## config.mk

```make
export PLATFORM = sky130hd
export DESIGN_NAME = stfm_front
export DESIGN_NICKNAME = d
export VERILOG_FILES = /design/src/design/stfm_pkg.sv /design/src/design/stfm_front.sv
export SDC_FILE = /design/constraint.sdc
export NUM_CORES = 1
export LEC_CHECK = 0
export BUFFER_PORTS_ARGS = -buffer_cell sky130_fd_sc_hd__clkbuf_2
export CAP_MARGIN = 30
export CORE_ASPECT_RATIO = 0.6
export CORE_MARGIN = 3
export CORE_UTILIZATION = 45
export CTS_BUF_LIST = sky130_fd_sc_hd__clkbuf_8
export DETAILED_ROUTE_END_ITERATION = 10
export GPL_TIMING_DRIVEN = 0
export HOLD_SLACK_MARGIN = 0.15
export PLACE_DENSITY_LB_ADDON = 0.05
export SKIP_LAST_GASP = 1
export SLEW_MARGIN = 0
export SYNTH_ARGS = -nofsm -noshare
export SYNTH_HDL_FRONTEND = slang
export SYNTH_SLANG_ARGS = --single-unit
```

## constraint.sdc

```tcl
create_clock -name clk -period 5.9 [get_ports clk]
set_input_delay 1.18 -clock clk [delete_from_list [all_inputs] [get_ports clk]]
set_output_delay 1.18 -clock clk [all_outputs]
set_load 0.05 [all_outputs]
```

## src/design/stfm_pkg.sv

```systemverilog
// ----------------------------------------------------------------------------
// stfm_pkg
// Shared types, register indexes and the sine table generator of the mixer.
// ----------------------------------------------------------------------------
package stfm_pkg;

	localparam int CFG_INDEX_WIDTH = 3;

	localparam logic [CFG_INDEX_WIDTH-1:0] CFG_PHASE_STEP     = 3'd0;
	localparam logic [CFG_INDEX_WIDTH-1:0] CFG_AMPLITUDE      = 3'd1;
	localparam logic [CFG_INDEX_WIDTH-1:0] CFG_TONE_LENGTH    = 3'd2;
	localparam logic [CFG_INDEX_WIDTH-1:0] CFG_FADE_LENGTH    = 3'd3;
	localparam logic [CFG_INDEX_WIDTH-1:0] CFG_FADE_GAIN_STEP = 3'd4;

	localparam int CFG_DATA_WIDTH = 32;
	localparam int LENGTH_WIDTH   = 24;
	localparam int GAIN_WIDTH     = 17;
	localparam int SINE_WIDTH     = 16;

	localparam logic [GAIN_WIDTH-1:0] GAIN_ONE  = 17'h10000;
	localparam logic [16:0]           AMP_FULL  = 17'h08000;

	localparam int QUEUE_DEPTH = 4;
	localparam int QUEUE_PTR_W = 2;

	localparam logic [63:0] HALF_PI_Q30 = 64'd1686629713;

	typedef struct packed {
		logic [31:0]             phase_step;
		logic [15:0]             amplitude;
		logic [LENGTH_WIDTH-1:0] tone_length;
		logic [15:0]             fade_length;
		logic [15:0]             fade_gain_step;
	} cfg_t;

	// one table entry, quarter-wave folded odd series through x^13, Q1.15
	function automatic logic signed [SINE_WIDTH-1:0] sine_entry(
		input logic [31:0] k,
		input int unsigned log2_depth
	);
		logic [63:0] depth;
		logic [63:0] four;
		logic [63:0] q;
		logic [63:0] r;
		logic [63:0] x;
		logic [63:0] x2;
		logic [63:0] t;
		logic [63:0] sum;
		logic [63:0] mag;
		depth = 64'd1 << log2_depth;
		four  = {32'd0, k} << 2;
		q     = four >> log2_depth;
		r     = four & (depth - 64'd1);
		if (q[0]) begin
			r = depth - r;
		end
		x   = (HALF_PI_Q30 * r) >> log2_depth;
		x2  = (x * x) >> 30;
		sum = x;
		t   = ((x * x2) >> 30) / 64'd6;
		sum = sum - t;
		t   = ((t * x2) >> 30) / 64'd20;
		sum = sum + t;
		t   = ((t * x2) >> 30) / 64'd42;
		sum = sum - t;
		t   = ((t * x2) >> 30) / 64'd72;
		sum = sum + t;
		t   = ((t * x2) >> 30) / 64'd110;
		sum = sum - t;
		t   = ((t * x2) >> 30) / 64'd156;
		sum = sum + t;
		mag = (sum + 64'd16384) >> 15;
		if (mag > 64'd32767) begin
			mag = 64'd32767;
		end
		sine_entry = q[1] ? -mag[SINE_WIDTH-1:0] : mag[SINE_WIDTH-1:0];
	endfunction

endpackage

```

## src/design/stfm_front.sv

```systemverilog
// ----------------------------------------------------------------------------
// stfm_front
// Accepts input samples, keeps phase and sample count, classifies each sample
// as inside or outside the tone and hands it to the queue.
// ----------------------------------------------------------------------------
module stfm_front #(
	parameter int SAMPLE_WIDTH = 16,
	parameter int COUNT_WIDTH  = 24,
	parameter int INDEX_WIDTH  = 10,
	parameter int ENTRY_WIDTH  = SAMPLE_WIDTH + 1 + INDEX_WIDTH + COUNT_WIDTH + 24
) (
	input  logic                    clk,
	input  logic                    arst_n,
	input  stfm_pkg::cfg_t          cfg,
	input  logic                    in_valid,
	output logic                    in_ready,
	input  logic [SAMPLE_WIDTH-1:0] in_mix,
	input  logic                    in_restart,
	output logic                    push_valid,
	input  logic                    push_ready,
	output logic [ENTRY_WIDTH-1:0]  push_entry
);

	localparam int LW = (COUNT_WIDTH > stfm_pkg::LENGTH_WIDTH) ?
		COUNT_WIDTH : stfm_pkg::LENGTH_WIDTH;

	logic [31:0]             phase_acc_q;
	logic [COUNT_WIDTH-1:0]  sample_index_q;
	logic [31:0]             phase_eff;
	logic [COUNT_WIDTH-1:0]  index_eff;
	logic [LW-1:0]           index_ext;
	logic [LW-1:0]           length_ext;
	logic [LW-1:0]           remain;
	logic                    active;
	logic                    accept;
	logic [INDEX_WIDTH-1:0]  table_index;

	assign accept     = in_valid && push_ready;
	assign in_ready   = push_ready;
	assign push_valid = in_valid;

	// restart clears phase and count before this sample is looked at
	assign phase_eff  = in_restart ? 32'd0 : phase_acc_q;
	assign index_eff  = in_restart ? '0 : sample_index_q;
	assign index_ext  = LW'(index_eff);
	assign length_ext = LW'(cfg.tone_length);
	assign active     = index_ext < length_ext;
	// samples left before the end of the tone, meaningful only when active
	assign remain      = length_ext - LW'(1) - index_ext;
	assign table_index = phase_eff[31 -: INDEX_WIDTH];

	assign push_entry = {remain[stfm_pkg::LENGTH_WIDTH-1:0], index_eff, table_index,
		active, in_mix};

	always_ff @(posedge clk or negedge arst_n) begin
		if (!arst_n) begin
			phase_acc_q    <= '0;
			sample_index_q <= '0;
		end else if (accept) begin
			if (active) begin
				phase_acc_q    <= phase_eff + cfg.phase_step;
				sample_index_q <= index_eff + COUNT_WIDTH'(1);
			end else begin
				phase_acc_q    <= phase_eff;
				sample_index_q <= index_eff;
			end
		end
	end

	a_count_steps: assert property (@(posedge clk) disable iff (!arst_n)
		(accept && !in_restart && active) |=>
		(sample_index_q == $past(sample_index_q) + COUNT_WIDTH'(1)))
		else $error("sample count did not advance on an active sample");

endmodule

```

== After elaboration in Yosys (flattened, before gate mapping) ==
Index checks and enable logic that the tools add are counted.
W data, S select, Z words.
Word-level totals
  bits in registers: 56
  logic and storage cells: 12
  output and inout port bits: 77
  input bits: 125
Operators by class
  reduce and logical (&&, ||, !) cells: 1
  $add $sub $neg: 4
  $lt $le $gt $ge: 1
  muxes and demuxes: 4
Operators with widths (number)
  $mux W32: 2
  $mux W24: 2
  $add A32 B32 Y32: 1
  $add A24 B1 Y24 const B: 1
  $lt A24 B24 Y1: 1
  $sub A24 B1 Y24 const B: 1
  $sub A24 B24 Y24: 1
  $logic_and A1 B1 Y1: 1

== Logic depth before layout (Yosys ltp) ==
  depth in word-level cells: 3
  mapped depth: 16
  depth with buffers taken out: 13

== Worst setup path after synthesis ==
No wires, ideal clock.
  kind: input -> output
  start point: in in_restart
  end point: out push_entry[74]
  required time: 4.720 ns
  path slack: -0.011 ns
  arrival: 4.731 ns
  buffers on the path: 1
  stages on the path: 12
  path through: clkbuf_1 > nor2b_1 > ha_1 > a21o_1 > nand2_1 > and3_1 > o41ai_2 > a311o_1 > a2111oi_0 > nor2_1 > a311oi_1 > xnor2_1
On the way
  word-level cells in the longest chain between the ends: 2
Ends and longest elaborated chain
  start, declared: RTL line stfm_front.sv:18  | input logic in_restart,
  $mux W24: RTL line stfm_front.sv:44  | assign index_eff = in_restart ? '0 : sample_index_q;
  via push_entry[30]: RTL line stfm_front.sv:21  | output logic [ENTRY_WIDTH-1:0] push_entry
  $sub A24 B24 Y24: RTL line stfm_front.sv:49  | assign remain = length_ext - LW'(1) - index_ext;
  end, declared: RTL line stfm_front.sv:21
The timed path passes the listed nets, and every way through them passes these cells.

== Worst setup path after layout ==
  start point: in in_restart
  end point: out push_entry[73]
On the way
  word-level cells in the longest chain between the ends: 2
Ends and longest elaborated chain (RTL line)
  $mux W24: stfm_front.sv:44
  $sub A24 B24 Y24: stfm_front.sv:49
Every way passes these cells.

==> metrics <==
final hold vios 0; EDFF count, synth 0; Initial Utilization 46.81%; synthesized area 0.006128 sq mm; Startpoint Class input pin; Async SR Flop Fraction 100.0%; Register Area 0.001401 sq mm; cts hold-fix bufs 0; drc violations 0; H-tree depth 2; I/O pins 202; vias in the first global route 5514; ordered cell list for the critical path clkbuf_2, clkbuf_2, nand2b_1, inv_1, ha_1, nor2b_1, o21ai_0, nand2b_1, a211oi_2, o211ai_1, o211ai_1, nor3_2, a311oi_1, xnor2_1, clkbuf_2; Top cell by count, worst path clkbuf_2; CP startpoint in_restart; Synth area leader dfrtp_1; Die Area 0.01510 sq mm; Worst-Margin Slew 0.8340 ns; Congestion Overflow GR 0; Post-Route WL 17240 um; crit path max fanout 10; largest net degree at the start of global routing 57; R2R Path Start sample_index_q[0]; 1st-iter DRT viols 448; first drt pass iteration count 5; Final WS setup 0.1236 ns; area of the multi-input gates 0.004288 sq mm; outcome completed; DR WL/cell 15.98 um; Yosys reg bits 56; Worst Hold Class reg -> reg; crit end category primary output; Slew headroom 44.40%; Crit path largest cell delay 0.47 ns; Clock Skews 0.008709 ns; TritonCTS clock tree built; first-pass GRT wire length 27950 um; RePlAce Congestion 0.8599; Fmax 0.1731 GHz; CTS root buffer clkbuf_8; fin util 55.07%; fillcell total 1276; CTS Sinks 56; post-DP HPWL 14010 um; max-slew violations 0; FF-to-FF setup slack 2.42 ns; min Tclk post-route 5.776 ns; Setup Buffers After CTS 0; R2R depth 14; crit path DAT 4.60 ns; vias 5930; Rows 32; NumNets Final 1112; worst endpoint required time 4.72 ns; CTS buffer count 5; Leak 3.724 nW; RSZ-0062 raised after global routing false; antenna violations before repair 0; Power Density 216.1 mW/mm^2; Layout area overhead 17.64%; Die Ht 96.40 um; sequential share of the synthesized area 22.87%; Peak VDD IR 0.1062 mV; die outline width 156.7 um; syn nets 969; prevailing post-synth register cell dfrtp_1; Avg Cell Area, Syn 8.011 sq um; worst setup path end push_entry[73]; Final ANT Viol Nets 0; layout cells sized above 1 21.23%; maxcap violations 0; clock tree buffer depth 2; Yosys warnings 0; Synth Instances 765; Unique masters post-synth 64; pre-CTS setup slack -0.6784 ns; I/O Buffers 137; Critical R2R Capture sample_index_q[12]; Total GRT Usage 22.87%; top post-synthesis cells by area dfrtp_1, ha_1, nor2b_1; Setup CP Type in -> out; top cell type's share of synthesized area 22.87%; antenna cells 0; Slowest-stage cell, CP a211oi_2; Clock Latency Late Sink 0.33 ns; vias per cell 5.496; crit share post-route 97.91%; clock transition at the registers of the reported paths 0.10 ns; core region area 0.01309 sq mm; final-report setup violation count 0
==> area by class of cell <==
type | instances | share of cell area, %
Timing Repair Buffer | 137 | 9.667
Inverter | 61 | 3.211
Clock buffer | 7 | 1.336
Multi-Input combinational cell | 604 | 59.48
Buffer | 43 | 3.506
Tap cell | 170 | 2.950
Clock inverter | 1 | 0.4165
Sequential cell | 56 | 19.44
==> cell usage after synthesis, types with 4 or more instances <==
cell / instances
o21bai_1: 9
buf_1: 5
and3_1: 11
ha_1: 77
o21a_1: 6
o211ai_1: 5
o31a_1: 5
a21o_1: 30
xnor2_1: 33
nand4_1: 13
clkbuf_1: 16
inv_1: 60
xor2_1: 32
buf_4: 19
nand2b_1: 21
a21oi_1: 52
o21ai_0: 46
nor2b_1: 47
nand3_1: 43
nand2_1: 68
nor3_1: 8
nor3b_1: 4
dfrtp_1: 56
a31oi_1: 4
and2_1: 5
nor2_1: 29
==> placed cells by master (no fill, tap or decap), types with 6 or more instances in the layout <==
cell	instances
a21o_1	30
a21oi_1	51
and3_1	11
buf_4	19
clkbuf_1	13
clkbuf_2	137
clkbuf_8	8
dfrtp_1	56
ha_1	77
inv_1	60
nand2_1	68
nand2b_1	21
nand3_1	43
nand4_1	13
nor2_1	29
nor2b_1	46
nor3_1	7
o21a_1	6
o21ai_0	46
o21bai_1	9
xnor2_1	33
xor2_1	32
==> registers in the layout (all words and copies together) (netlist names) <==
register / cells
phase_acc_q: 32
sample_index_q: 24
==> critical path: cells and delay by family <==
kind                       cells  cell delay, ns
and+or+nand+nor                4            0.59
AOI/OAI and AO/OA              5            1.43
adders and majority gates      1            0.35
buffers and inverters          4            0.86
xor gates and xnor gates       1            0.16
==> kinds of logic (layout without fill, tap and decap cells) <==
family	Yosys count	in the layout	share of synthesized area, %
simple gates	264	264	22.62
compound gates	195	195	20.87
buf+inv	105	249	7.820
fa+ha+maj	79	79	16.37
xor+xnor	65	65	9.290
flops	56	56	22.87
mux	1	1	0.1633
==> through the flow <==
stage	area, sq um	std cells	hold WS, ns	total power, mW	setup TNS [ns]
after floorplan	6131	765	0.4422	1.078	0
after global placement	7029	1072	0.4553	1.244	-2.374
after detailed placement	7032	1072	0.4617	1.261	-2.947
after CTS	7186	1080	0.4854	1.556	0
after global routing	7209	1079	0.5173	1.663	0
final	7209	1079	0.4794	1.558	0
==> how the worst min path moves through the flow <==
stage | startpoint | slack, ns | endpoint | cells past startpoint
6_report | phase_acc_q[16] | 0.48 | phase_acc_q[16] | 2
5_1_grt | phase_acc_q[16] | 0.52 | phase_acc_q[16] | 2
4_1_cts | phase_acc_q[16] | 0.49 | phase_acc_q[16] | 2
3_5_place_dp | phase_acc_q[16] | 0.46 | phase_acc_q[16] | 2
3_3_place_gp | phase_acc_q[12] | 0.46 | phase_acc_q[12] | 2
2_1_floorplan | phase_acc_q[12] | 0.44 | phase_acc_q[12] | 2
==> metal layers <==
layer  GRT usage, %  up-vias  wire [um]
met4          2.476        0         61
met5              0        -          0
met1          36.31     2775       9107
li1               -     2943          -
met3          3.204        7       1156
met2          33.60      205       6912
==> power breakdown <==
group	internal, mW	leakage [nW]	switching (mW)	total [mW]
logic	0.282	2.93	0.505	0.787
clock network	0.150	0.0645	0.140	0.290
registers	0.446	0.733	0.0344	0.481
total	0.879	3.72	0.679	1.56
==> repair_timing <==
| item | in CTS | in global routing |
|---|---|---|
| pin swaps | 0 | 0 |
| gates resized for setup | 9 | 8 |
| setup endpoints to repair | 12 | 7 |
No activity file was read; power rests on OpenSTA's default activity.
