File: src/design/stfm_pkg.sv
// ----------------------------------------------------------------------------
// stfm_pkg
// Shared types, register indexes and the sine table generator of the mixer.
// ----------------------------------------------------------------------------
package stfm_pkg;

	localparam int CFG_INDEX_WIDTH = 3;

	localparam logic [CFG_INDEX_WIDTH-1:0] CFG_PHASE_STEP     = 3'd0;
	localparam logic [CFG_INDEX_WIDTH-1:0] CFG_AMPLITUDE      = 3'd1;
	localparam logic [CFG_INDEX_WIDTH-1:0] CFG_TONE_LENGTH    = 3'd2;
	localparam logic [CFG_INDEX_WIDTH-1:0] CFG_FADE_LENGTH    = 3'd3;
	localparam logic [CFG_INDEX_WIDTH-1:0] CFG_FADE_GAIN_STEP = 3'd4;

	localparam int CFG_DATA_WIDTH = 32;
	localparam int LENGTH_WIDTH   = 24;
	localparam int GAIN_WIDTH     = 17;
	localparam int SINE_WIDTH     = 16;

	localparam logic [GAIN_WIDTH-1:0] GAIN_ONE  = 17'h10000;
	localparam logic [16:0]           AMP_FULL  = 17'h08000;

	localparam int QUEUE_DEPTH = 4;
	localparam int QUEUE_PTR_W = 2;

	localparam logic [63:0] HALF_PI_Q30 = 64'd1686629713;

	typedef struct packed {
		logic [31:0]             phase_step;
		logic [15:0]             amplitude;
		logic [LENGTH_WIDTH-1:0] tone_length;
		logic [15:0]             fade_length;
		logic [15:0]             fade_gain_step;
	} cfg_t;

	// one table entry, quarter-wave folded odd series through x^13, Q1.15
	function automatic logic signed [SINE_WIDTH-1:0] sine_entry(
		input logic [31:0] k,
		input int unsigned log2_depth
	);
		logic [63:0] depth;
		logic [63:0] four;
		logic [63:0] q;
		logic [63:0] r;
		logic [63:0] x;
		logic [63:0] x2;
		logic [63:0] t;
		logic [63:0] sum;
		logic [63:0] mag;
		depth = 64'd1 << log2_depth;
		four  = {32'd0, k} << 2;
		q     = four >> log2_depth;
		r     = four & (depth - 64'd1);
		if (q[0]) begin
			r = depth - r;
		end
		x   = (HALF_PI_Q30 * r) >> log2_depth;
		x2  = (x * x) >> 30;
		sum = x;
		t   = ((x * x2) >> 30) / 64'd6;
		sum = sum - t;
		t   = ((t * x2) >> 30) / 64'd20;
		sum = sum + t;
		t   = ((t * x2) >> 30) / 64'd42;
		sum = sum - t;
		t   = ((t * x2) >> 30) / 64'd72;
		sum = sum + t;
		t   = ((t * x2) >> 30) / 64'd110;
		sum = sum - t;
		t   = ((t * x2) >> 30) / 64'd156;
		sum = sum + t;
		mag = (sum + 64'd16384) >> 15;
		if (mag > 64'd32767) begin
			mag = 64'd32767;
		end
		sine_entry = q[1] ? -mag[SINE_WIDTH-1:0] : mag[SINE_WIDTH-1:0];
	endfunction

endpackage

File: src/design/stfm_queue.sv
// ----------------------------------------------------------------------------
// stfm_queue
// Short register queue between the front and the back of the mixer.
// ----------------------------------------------------------------------------
module stfm_queue #(
	parameter int WIDTH = 8
) (
	input  logic             clk,
	input  logic             arst_n,
	input  logic             push_valid,
	output logic             push_ready,
	input  logic [WIDTH-1:0] push_entry,
	output logic             pop_valid,
	input  logic             pop_ready,
	output logic [WIDTH-1:0] pop_entry
);

	localparam int PW = stfm_pkg::QUEUE_PTR_W;
	localparam int CW = PW + 1;

	logic [WIDTH-1:0] slot_q [stfm_pkg::QUEUE_DEPTH];
	logic [PW-1:0]    wr_ptr_q;
	logic [PW-1:0]    rd_ptr_q;
	logic [CW-1:0]    count_q;
	logic             do_push;
	logic             do_pop;

	assign push_ready = count_q != CW'(stfm_pkg::QUEUE_DEPTH);
	assign pop_valid  = count_q != '0;
	assign pop_entry  = slot_q[rd_ptr_q];
	assign do_push    = push_valid && push_ready;
	assign do_pop     = pop_valid && pop_ready;

	always_ff @(posedge clk) begin
		if (do_push) begin
			slot_q[wr_ptr_q] <= push_entry;
		end
	end

	always_ff @(posedge clk or negedge arst_n) begin
		if (!arst_n) begin
			wr_ptr_q <= '0;
			rd_ptr_q <= '0;
			count_q  <= '0;
		end else begin
			if (do_push) begin
				wr_ptr_q <= wr_ptr_q + PW'(1);
			end
			if (do_pop) begin
				rd_ptr_q <= rd_ptr_q + PW'(1);
			end
			if (do_push && !do_pop) begin
				count_q <= count_q + CW'(1);
			end else if (do_pop && !do_push) begin
				count_q <= count_q - CW'(1);
			end
		end
	end

	a_count_bound: assert property (@(posedge clk) disable iff (!arst_n)
		count_q <= CW'(stfm_pkg::QUEUE_DEPTH))
		else $error("queue count beyond depth");

	a_count_track: assert property (@(posedge clk) disable iff (!arst_n)
		(do_push && !do_pop) |=> (count_q == $past(count_q) + CW'(1)))
		else $error("queue count missed a push");

endmodule

File: config.mk
export PLATFORM = sky130hd
export DESIGN_NAME = stfm_queue
export DESIGN_NICKNAME = d
export VERILOG_FILES = /design/src/design/stfm_pkg.sv /design/src/design/stfm_queue.sv
export SDC_FILE = /design/constraint.sdc
export NUM_CORES = 1
export LEC_CHECK = 0
export BUFFER_PORTS_ARGS = -buffer_cell sky130_fd_sc_hd__buf_2
export CORE_MARGIN = 2
export CORE_UTILIZATION = 40
export CTS_CLUSTER_DIAMETER = 30
export CTS_CLUSTER_SIZE = 16
export DETAILED_ROUTE_END_ITERATION = 8
export GPL_ROUTABILITY_DRIVEN = 0
export GPL_TIMING_DRIVEN = 1
export PLACE_DENSITY = 0.62
export RECOVER_POWER = 100
export SETUP_SLACK_MARGIN = 0.1
export SLEW_MARGIN = 20
export SYNTH_ARGS = -nofsm -noshare
export SYNTH_HDL_FRONTEND = slang
export SYNTH_SLANG_ARGS = --single-unit
File: constraint.sdc
create_clock -name clk -period 2.2 [get_ports clk]
set_input_delay 0.33 -clock clk [delete_from_list [all_inputs] [get_ports clk]]
set_output_delay 0.33 -clock clk [all_outputs]
set_load 0.1 [all_outputs]
* Yosys cells after proc, flatten, opt, wreduce, memory -nomap -nowiden
Memory sizes are Yosys's and may differ from the RTL's.
Index checks and enable logic that the tools add are counted.
** Storage, ports and cells
- Register bits :: 7
- Memory bits (writable) :: 32
- Logic and storage cells :: 21
- Memories :: 1
** Memory list
- slot_q :: depth 4, bits a word 8, read ports 1, clocked after Yosys merged registers in 0, wr ports 1, RTL line stfm_queue.sv:21 : logic [WIDTH-1:0] slot_q [stfm_pkg::QUEUE_DEPTH];
** Operators by class
- $add $sub $neg :: 4
- Equality and inequality tests :: 1
- Muxes and demuxes :: 4
- Reduce and logical (&&, ||, !) cells :: 8
** Operators with widths (count)
- $mux 3 :: 2
- $add 2x1->2 const B :: 2
- $logic_and 1x1->1 :: 4
- $add 3x1->3 const B :: 1
- $ne 3x3->1 const B :: 1
- $reduce_bool 3->1 :: 1
- $sub 3x1->3 const B :: 1
- $logic_not 1->1 :: 2
- $mux 1 :: 2
- $reduce_bool 2->1 :: 1

* Longest topological paths before layout
Gate-level depths: netlist (run 1).
- Depth after elaboration :: 6
- Depth in mapped cells :: 8

* Worst setup path after synthesis (run 1)
OpenSTA, ideal clock, no wires.
- Kind :: flip-flop to flip-flop
- Start :: register count_q[0]
- End :: register count_q[2]
- Library setup time :: 79 ps
- Arrival time :: 2058 ps
- Data required time :: 2121 ps
- Setup slack :: 63 ps
- Cell stages (with the launch flop) :: 9
- Period minus slack after synthesis :: 2137 ps
- Path through :: dfrtp_1 > or3_4 > nand2_4 > ha_1 > inv_1 > fa_1 > xor2_1 > nor2_1 > xor2_1
** On the way
- Cells in the longest elaborated chain, start to end :: 5
** RTL lines
- start, declared :: RTL line stfm_queue.sv:24 : logic [CW-1:0] count_q;
- start signal, assigned :: RTL line stfm_queue.sv:53 : count_q <= count_q + CW'(1);
- start signal, assigned :: RTL line stfm_queue.sv:55 : count_q <= count_q - CW'(1);
- $reduce_bool 3->1 (*) :: RTL line stfm_queue.sv:29 : assign pop_valid = count_q != '0;
- net pop_valid :: RTL line stfm_queue.sv:13 : output logic pop_valid,
- $logic_and 1x1->1 (*) :: RTL line stfm_queue.sv:32 : assign do_pop = pop_valid && pop_ready;
- $logic_not 1->1 :: RTL line stfm_queue.sv:52 : if (do_push && !do_pop) begin
- $logic_and 1x1->1 :: RTL line stfm_queue.sv:52
- $mux 3 or $reduce_bool 2->1 (tied branches)
Mark *: on every way through the listed nets, which the timed path passes. The rest lies on a longest branch. The select of a mux whose other input is x is not followed.
A chain may end at the register's enable or synchronous reset.

* Worst setup path after layout (run 1)
- Start :: register rd_ptr_q[0]
- End :: output port pop_entry[6]
** On the way
- Cells in the longest elaborated chain, start to end :: 1
** RTL lines
- start, declared :: RTL line stfm_queue.sv:23 : logic [PW-1:0] rd_ptr_q;
- start signal, assigned :: RTL line stfm_queue.sv:50 : rd_ptr_q <= rd_ptr_q + PW'(1);
- $mem_v2 4x8
- end, declared :: RTL line stfm_queue.sv:15 : output logic [WIDTH-1:0] pop_entry
Every way passes these cells.

==> run metrics, run 1 <==
number of global-route vias before repair=approximately 840; Reg-to-Reg Start=count_q[0]; largest cells by area after synthesis=edfxtp_1 (61%), mux4_2 (11%), dfrtp_1 (11%); CP Class=reg -> out; Cells after Synth=77; post-synthesis adder-cell area fraction=5.21%; flop2flop setup slack=0.22 ns; first-pass GRT wire length=3920 um; syn_area_per_cell=just over 20 um2; most frequent cells after synthesis=edfxtp_1 (32), mux4_2 (8), dfrtp_1 (7); H-tree depth=2; hold crit path type=in -> reg; Simple-Gate Fraction of Synth Area=4.50%; Least-Margin Pin Slew=0.630 ns; total wire length=2380 um; compound-gate portion of the synthesized area=0.711%; gr ovfl total=0; cells along the critical path=buf_12 -> mux4_2 -> clkbuf_2; # setup viols final=0; drc violations=0; syn_nets=95; routed len/inst=15.4 um; Yosys warning total=0; layout cells sized above 1=34.6%; commonest register cell after synthesis=edfxtp_1; Synth area leader=edfxtp_1; DR vias=734; DR iter-0 viols=25; Unique masters post-synth=20; Worst Setup SP=rd_ptr_q[0]; most common cell in the netlist=edfxtp_1; r2r worst-path depth=4; Layout Nets=124; mux share of post-synthesis cell area=13.0%; CP peak stage delay=about 0.5 ns; Synth top area share=60.7%; I/O Buffers=21; count of pins over their slew limit=0; crit path capture type=output pin; Root Buffer=clkbuf_8; Fin. Hold Viols=0; n_diodes=0; die height=~67 um; status=finished clean; CTS clk-pin slew, worst paths=0.07 ns; antenna violations before repair=0; RSZ-0062 raised after global routing=true; clk_lat worst skew=0.27 ns; register area share after synthesis=between 70% and 80%; Worst EP arrival=between 1.5 and 2 ns; Tcrit/Tclk final=93.8%; Routed Antenna Nets=0; Initial Utilization=42.3%; All-Layer GR Usage=12.8%; r2r endpoint=slot_q[3][1]; Synth Area in XOR/XNOR=about 3.3%; die area=4480 um2; core area=3740 um2; Area growth syn-to-layout=20.3%; clk sink count=39; WP data required=1.87 ns; CTS tree=done; max-capacitance violation count=0; largest net degree at the start of global routing=13; CTS buffer count=5; Critical-path top delay cell=mux4_2; post-layout min period=2.06 ns; Row Count=22; Setup TNS=0 ns; f_max=0.485 GHz; drt first pass iters=4; startpoint types=register; Seq cells post-synth=39; largest family of logic cells by synthesized area=multiplexers; CTS Buffer Depth=2; Worst Setup EP=pop_entry[6]; Die W=66.9 um; worst slew margin relative to its limit=58.0%; synthesized area=about 1600 um2; DP HPWL=approximately 1700 um; IO Pins=22; crit-path max FO=8; Synth async-reset ratio=17.9%; via/cell ratio=4.74; clock skew=0.00423 ns; Post-synth EDFFs=32
==> state kept, by name, summed over array words and instances (netlist names) <==
name and count:
wr_ptr_q 2, count_q 3, slot_q 32, rd_ptr_q 2
==> per-stage QoR <==
stage | hold slack [ns] | cells | setup WS, ns | util (%) | area, um2
after floorplan | 0.0344 | 77 | 0.122 | - | 1600
after global placement | 0.174 | 146 | 0.285 | 47.5 | 1780
after detailed placement | 0.175 | 146 | 0.221 | 47.5 | 1780
after CTS | 0.257 | 155 | 0.145 | 51.3 | 1920
after global routing | 0.320 | 155 | 0.0682 | 50.9 | 1910
final | 0.308 | 155 | 0.136 | 50.9 | 1910
==> metal layers <==
metal / GRT usage, % / wire length (um) / part of all wire [%] / vias to the layer above
met3: 4.22 / 95 / 4.0 / 2
met5: 0 / 0 / 0 / -
met4: 4.59 / 13 / 0.55 / 0
met2: 21.6 / 1280 / 54 / 11
li1: - / - / - / 350
met1: 15.2 / 991 / 42 / 371
==> cell families (layout without fill, tap and decap cells) <==
group                    count (synthesis)  after routing
AND/OR/NAND/NOR                         10             10
XOR/XNOR                                 6              6
flip-flops                              39             39
buffers and inverters                    5             35
multiplexers                            10             10
AO/OA/AOI/OAI                            1              1
adder cells (fa/ha/maj)                  6              6
==> worst min-delay path by stage <==
stage / start / to / slack, ns / cells past startpoint
after floorplan: arst_n / count_q[0] / 0.03 / 0
after global placement: arst_n / wr_ptr_q[0] / 0.17 / 1
after detailed placement: arst_n / wr_ptr_q[0] / 0.18 / 1
after CTS: push_entry[4] / slot_q[3][4] / 0.26 / 1
after global routing: push_entry[4] / slot_q[2][4] / 0.32 / 1
final: push_entry[3] / slot_q[2][3] / 0.31 / 1
==> cell usage in the layout (no fill, tap or decap) <==
cell type and instances:
edfxtp_1 32, clkbuf_1 11, mux4_2 8, clkbuf_2 8
dfrtp_1 6, clkbuf_8 5, xnor2_1 4, ha_1 4
buf_2 4, inv_1 3, and2_0 3, nor2_1 2
xor2_1 2, bufinv_16 2, a21boi_2 1, or3_4 1
nand2_4 1, and2_1 1, mux2_2 1, mux2_4 1
nand3_2 1, nand2_1 1, fa_2 1, ha_4 1
dlygate4sd3_1 1, buf_12 1, dfrtp_2 1
==> critical path, delay by kind of cell (launching register included) <==
family	cells	cell delay, ns
buf+inv	2	0.53
mux	1	0.50
flops	1	0.41
==> timing repair <==
item / 4_1_cts / 5_1_grt
hold buffers: 1 / 0
endpoints found under the setup margin: 0 / 7
buffers inserted: 0 / 0
resized for setup: 0 / 5
hold endpoints to repair: 7 / 0
==> area by class of cell <==
type / instances / area (um2)
multi-input combinational: 33 / 437
clock inverter: 2 / 60.1
inverter: 3 / 11.3
timing repair buffer: 24 / 128
fill: 331 / 1840
sequential: 39 / 1140
tap: 48 / 60.1
clock buffer: 6 / 72.6
Power of run 1 is left out: the tool's default activity adds up to more than one toggle a clock period on the data nets, which glitch-free logic cannot reach.
==> run 2, diff against run 1 <==
Settings changed: CTS_BUF_LIST from default to sky130_fd_sc_hd__clkbuf_4 sky130_fd_sc_hd__clkbuf_8, SKIP_CTS_REPAIR_TIMING from default to 1.
Clock period 2.2 ns to 2.6 ns, I/O delays scaled along.
==> run 2 against run 1 <==
Via count increased by 0.95%. Wire length rose by 1.3%. Flip-flop and latch count stayed put. Global-route usage grew 0.21 points. Die area unchanged. Critical path depth decreased by 1. Sequential share of layout area is 2.1 points higher. Utilization is 1.8 points lower. Cell count decreased by 0.65%. Worst setup slack better by 0.14 ns. Non-clock buffer count down 1. Count of clock-buffer cells in the layout decreased by 1. Largest cell class unchanged.
==> run metrics, run 2 (synthesized netlist as in run 1, its figures left out) <==
drc violations=0; hold crit path type=in -> reg; Largest register FFs=32; antenna violations before repair=0; count of pins over their slew limit=0; Layout Nets=123; DR iter-0 viols=26; post-layout min period=2.32 ns; Routed Antenna Nets=0; largest net degree at the start of global routing=14; Setup TNS=0 ns; crit-path max FO=9; Root Buffer=clkbuf_8; flop2flop setup slack=0.49 ns; core area=3740 um2; M3 GR Usage=3.38%; max-capacitance violation count=0; f_max=0.430 GHz; drt first pass iters=4; Area growth syn-to-layout=16.1%; number of global-route vias before repair=between 700 and 800; gr ovfl total=0; worst slew margin relative to its limit=22.8%; commonest cells after routing, fill and taps aside=edfxtp_1 (32), clkbuf_1 (11), clkbuf_2 (9), mux4_2 (8), dfrtp_1 (7); via/cell ratio=just under 5; die height=between 60 and 70 um; first-pass GRT wire length=around 3800 um; grt met2 use=approximately a fifth; Worst EP arrival=1.93 ns; CTS clk-pin slew, worst paths=0.07 ns; fin area=1840 um2; Least-Margin Pin Slew=1.16 ns; status=finished clean; DP HPWL=1660 um; clk sink count=39; most common cell after layout, fill and taps aside=edfxtp_1; crit path capture type=output pin; CTS Buffer Depth=2; IO Pins=22; Final Worst Setup Slack=about 0.28 ns; startpoint types=register; n_diodes=0; biggest regs=slot_q x32, count_q x3; Initial Utilization=42.3%; H-tree depth=2; dpl ws=about 0.52 ns; WP data required=roughly 2.2 ns; Fin. Hold Viols=0; Inst Count DP=145; CTS tree=done; RSZ-0062 raised after global routing=false; CTS buffer count=5; met1 Track Usage GR=15.7%; # setup viols final=0; Tcrit/Tclk final=89.4%; placed cell areas=~1700 um2; die area=approximately 4500 um2; routed len/inst=15.7 um; total wire length=2420 um; Die W=66.9 um; fin cells=154; clk_lat worst skew=approximately 0.29 ns; I/O Buffers=21; Row Count=22; layout cells sized above 1=29.2%; gr busiest metal=met2; clock skew=0.00402 ns; DR vias=approximately 740; All-Layer GR Usage=13.0%; Fill cells=about 330; CP Class=reg -> out; Biggest register=slot_q
[run 2: per-stage QoR]
stage	utilization [%]	hold WS [ns]
3_5_place_dp	46.6	0.236
2_1_floorplan	-	0.0944
4_1_cts	49.6	-0.0773
5_1_grt	49.1	0.362
6_report	49.1	0.350
3_3_place_gp	46.6	0.233
[run 2: cell type report]
cell class              count  area, um2  share of cell area (%)
repair buffers             23        106                    5.78
clock inverters             3       43.8                    2.38
clock buffers               5       68.8                    3.74
flip-flops and latches     39       1140                    61.8
multi-input cells          33        413                    22.4
well taps                  48       60.1                    3.27
inverters                   3       11.3                   0.612
[run 2: routing by layer]
metal	wire, um	part of all wire, %
met4	91	3.8
met2	1210	50
met5	0	0
met3	103	4.3
met1	1010	42
[run 2: critical path, stage by stage, from the launching register on]
cell and delay, ns:
dfrtp_1 0.68, mux4_2 0.57, clkbuf_2 0.39
[run 2: final timing paths]
kind	start	end	cells after the start
worst max-delay path	rd_ptr_q[0]	pop_entry[6]	2
max in group asynchronous	arst_n	wr_ptr_q[1]	2
worst min register to register	count_q[2]	count_q[2]	1
worst min-delay path	push_entry[2]	slot_q[0][2]	1
min in group asynchronous	arst_n	count_q[1]	2
worst max register to register	count_q[2]	count_q[2]	8
Power of run 2 is left out for the same reason.
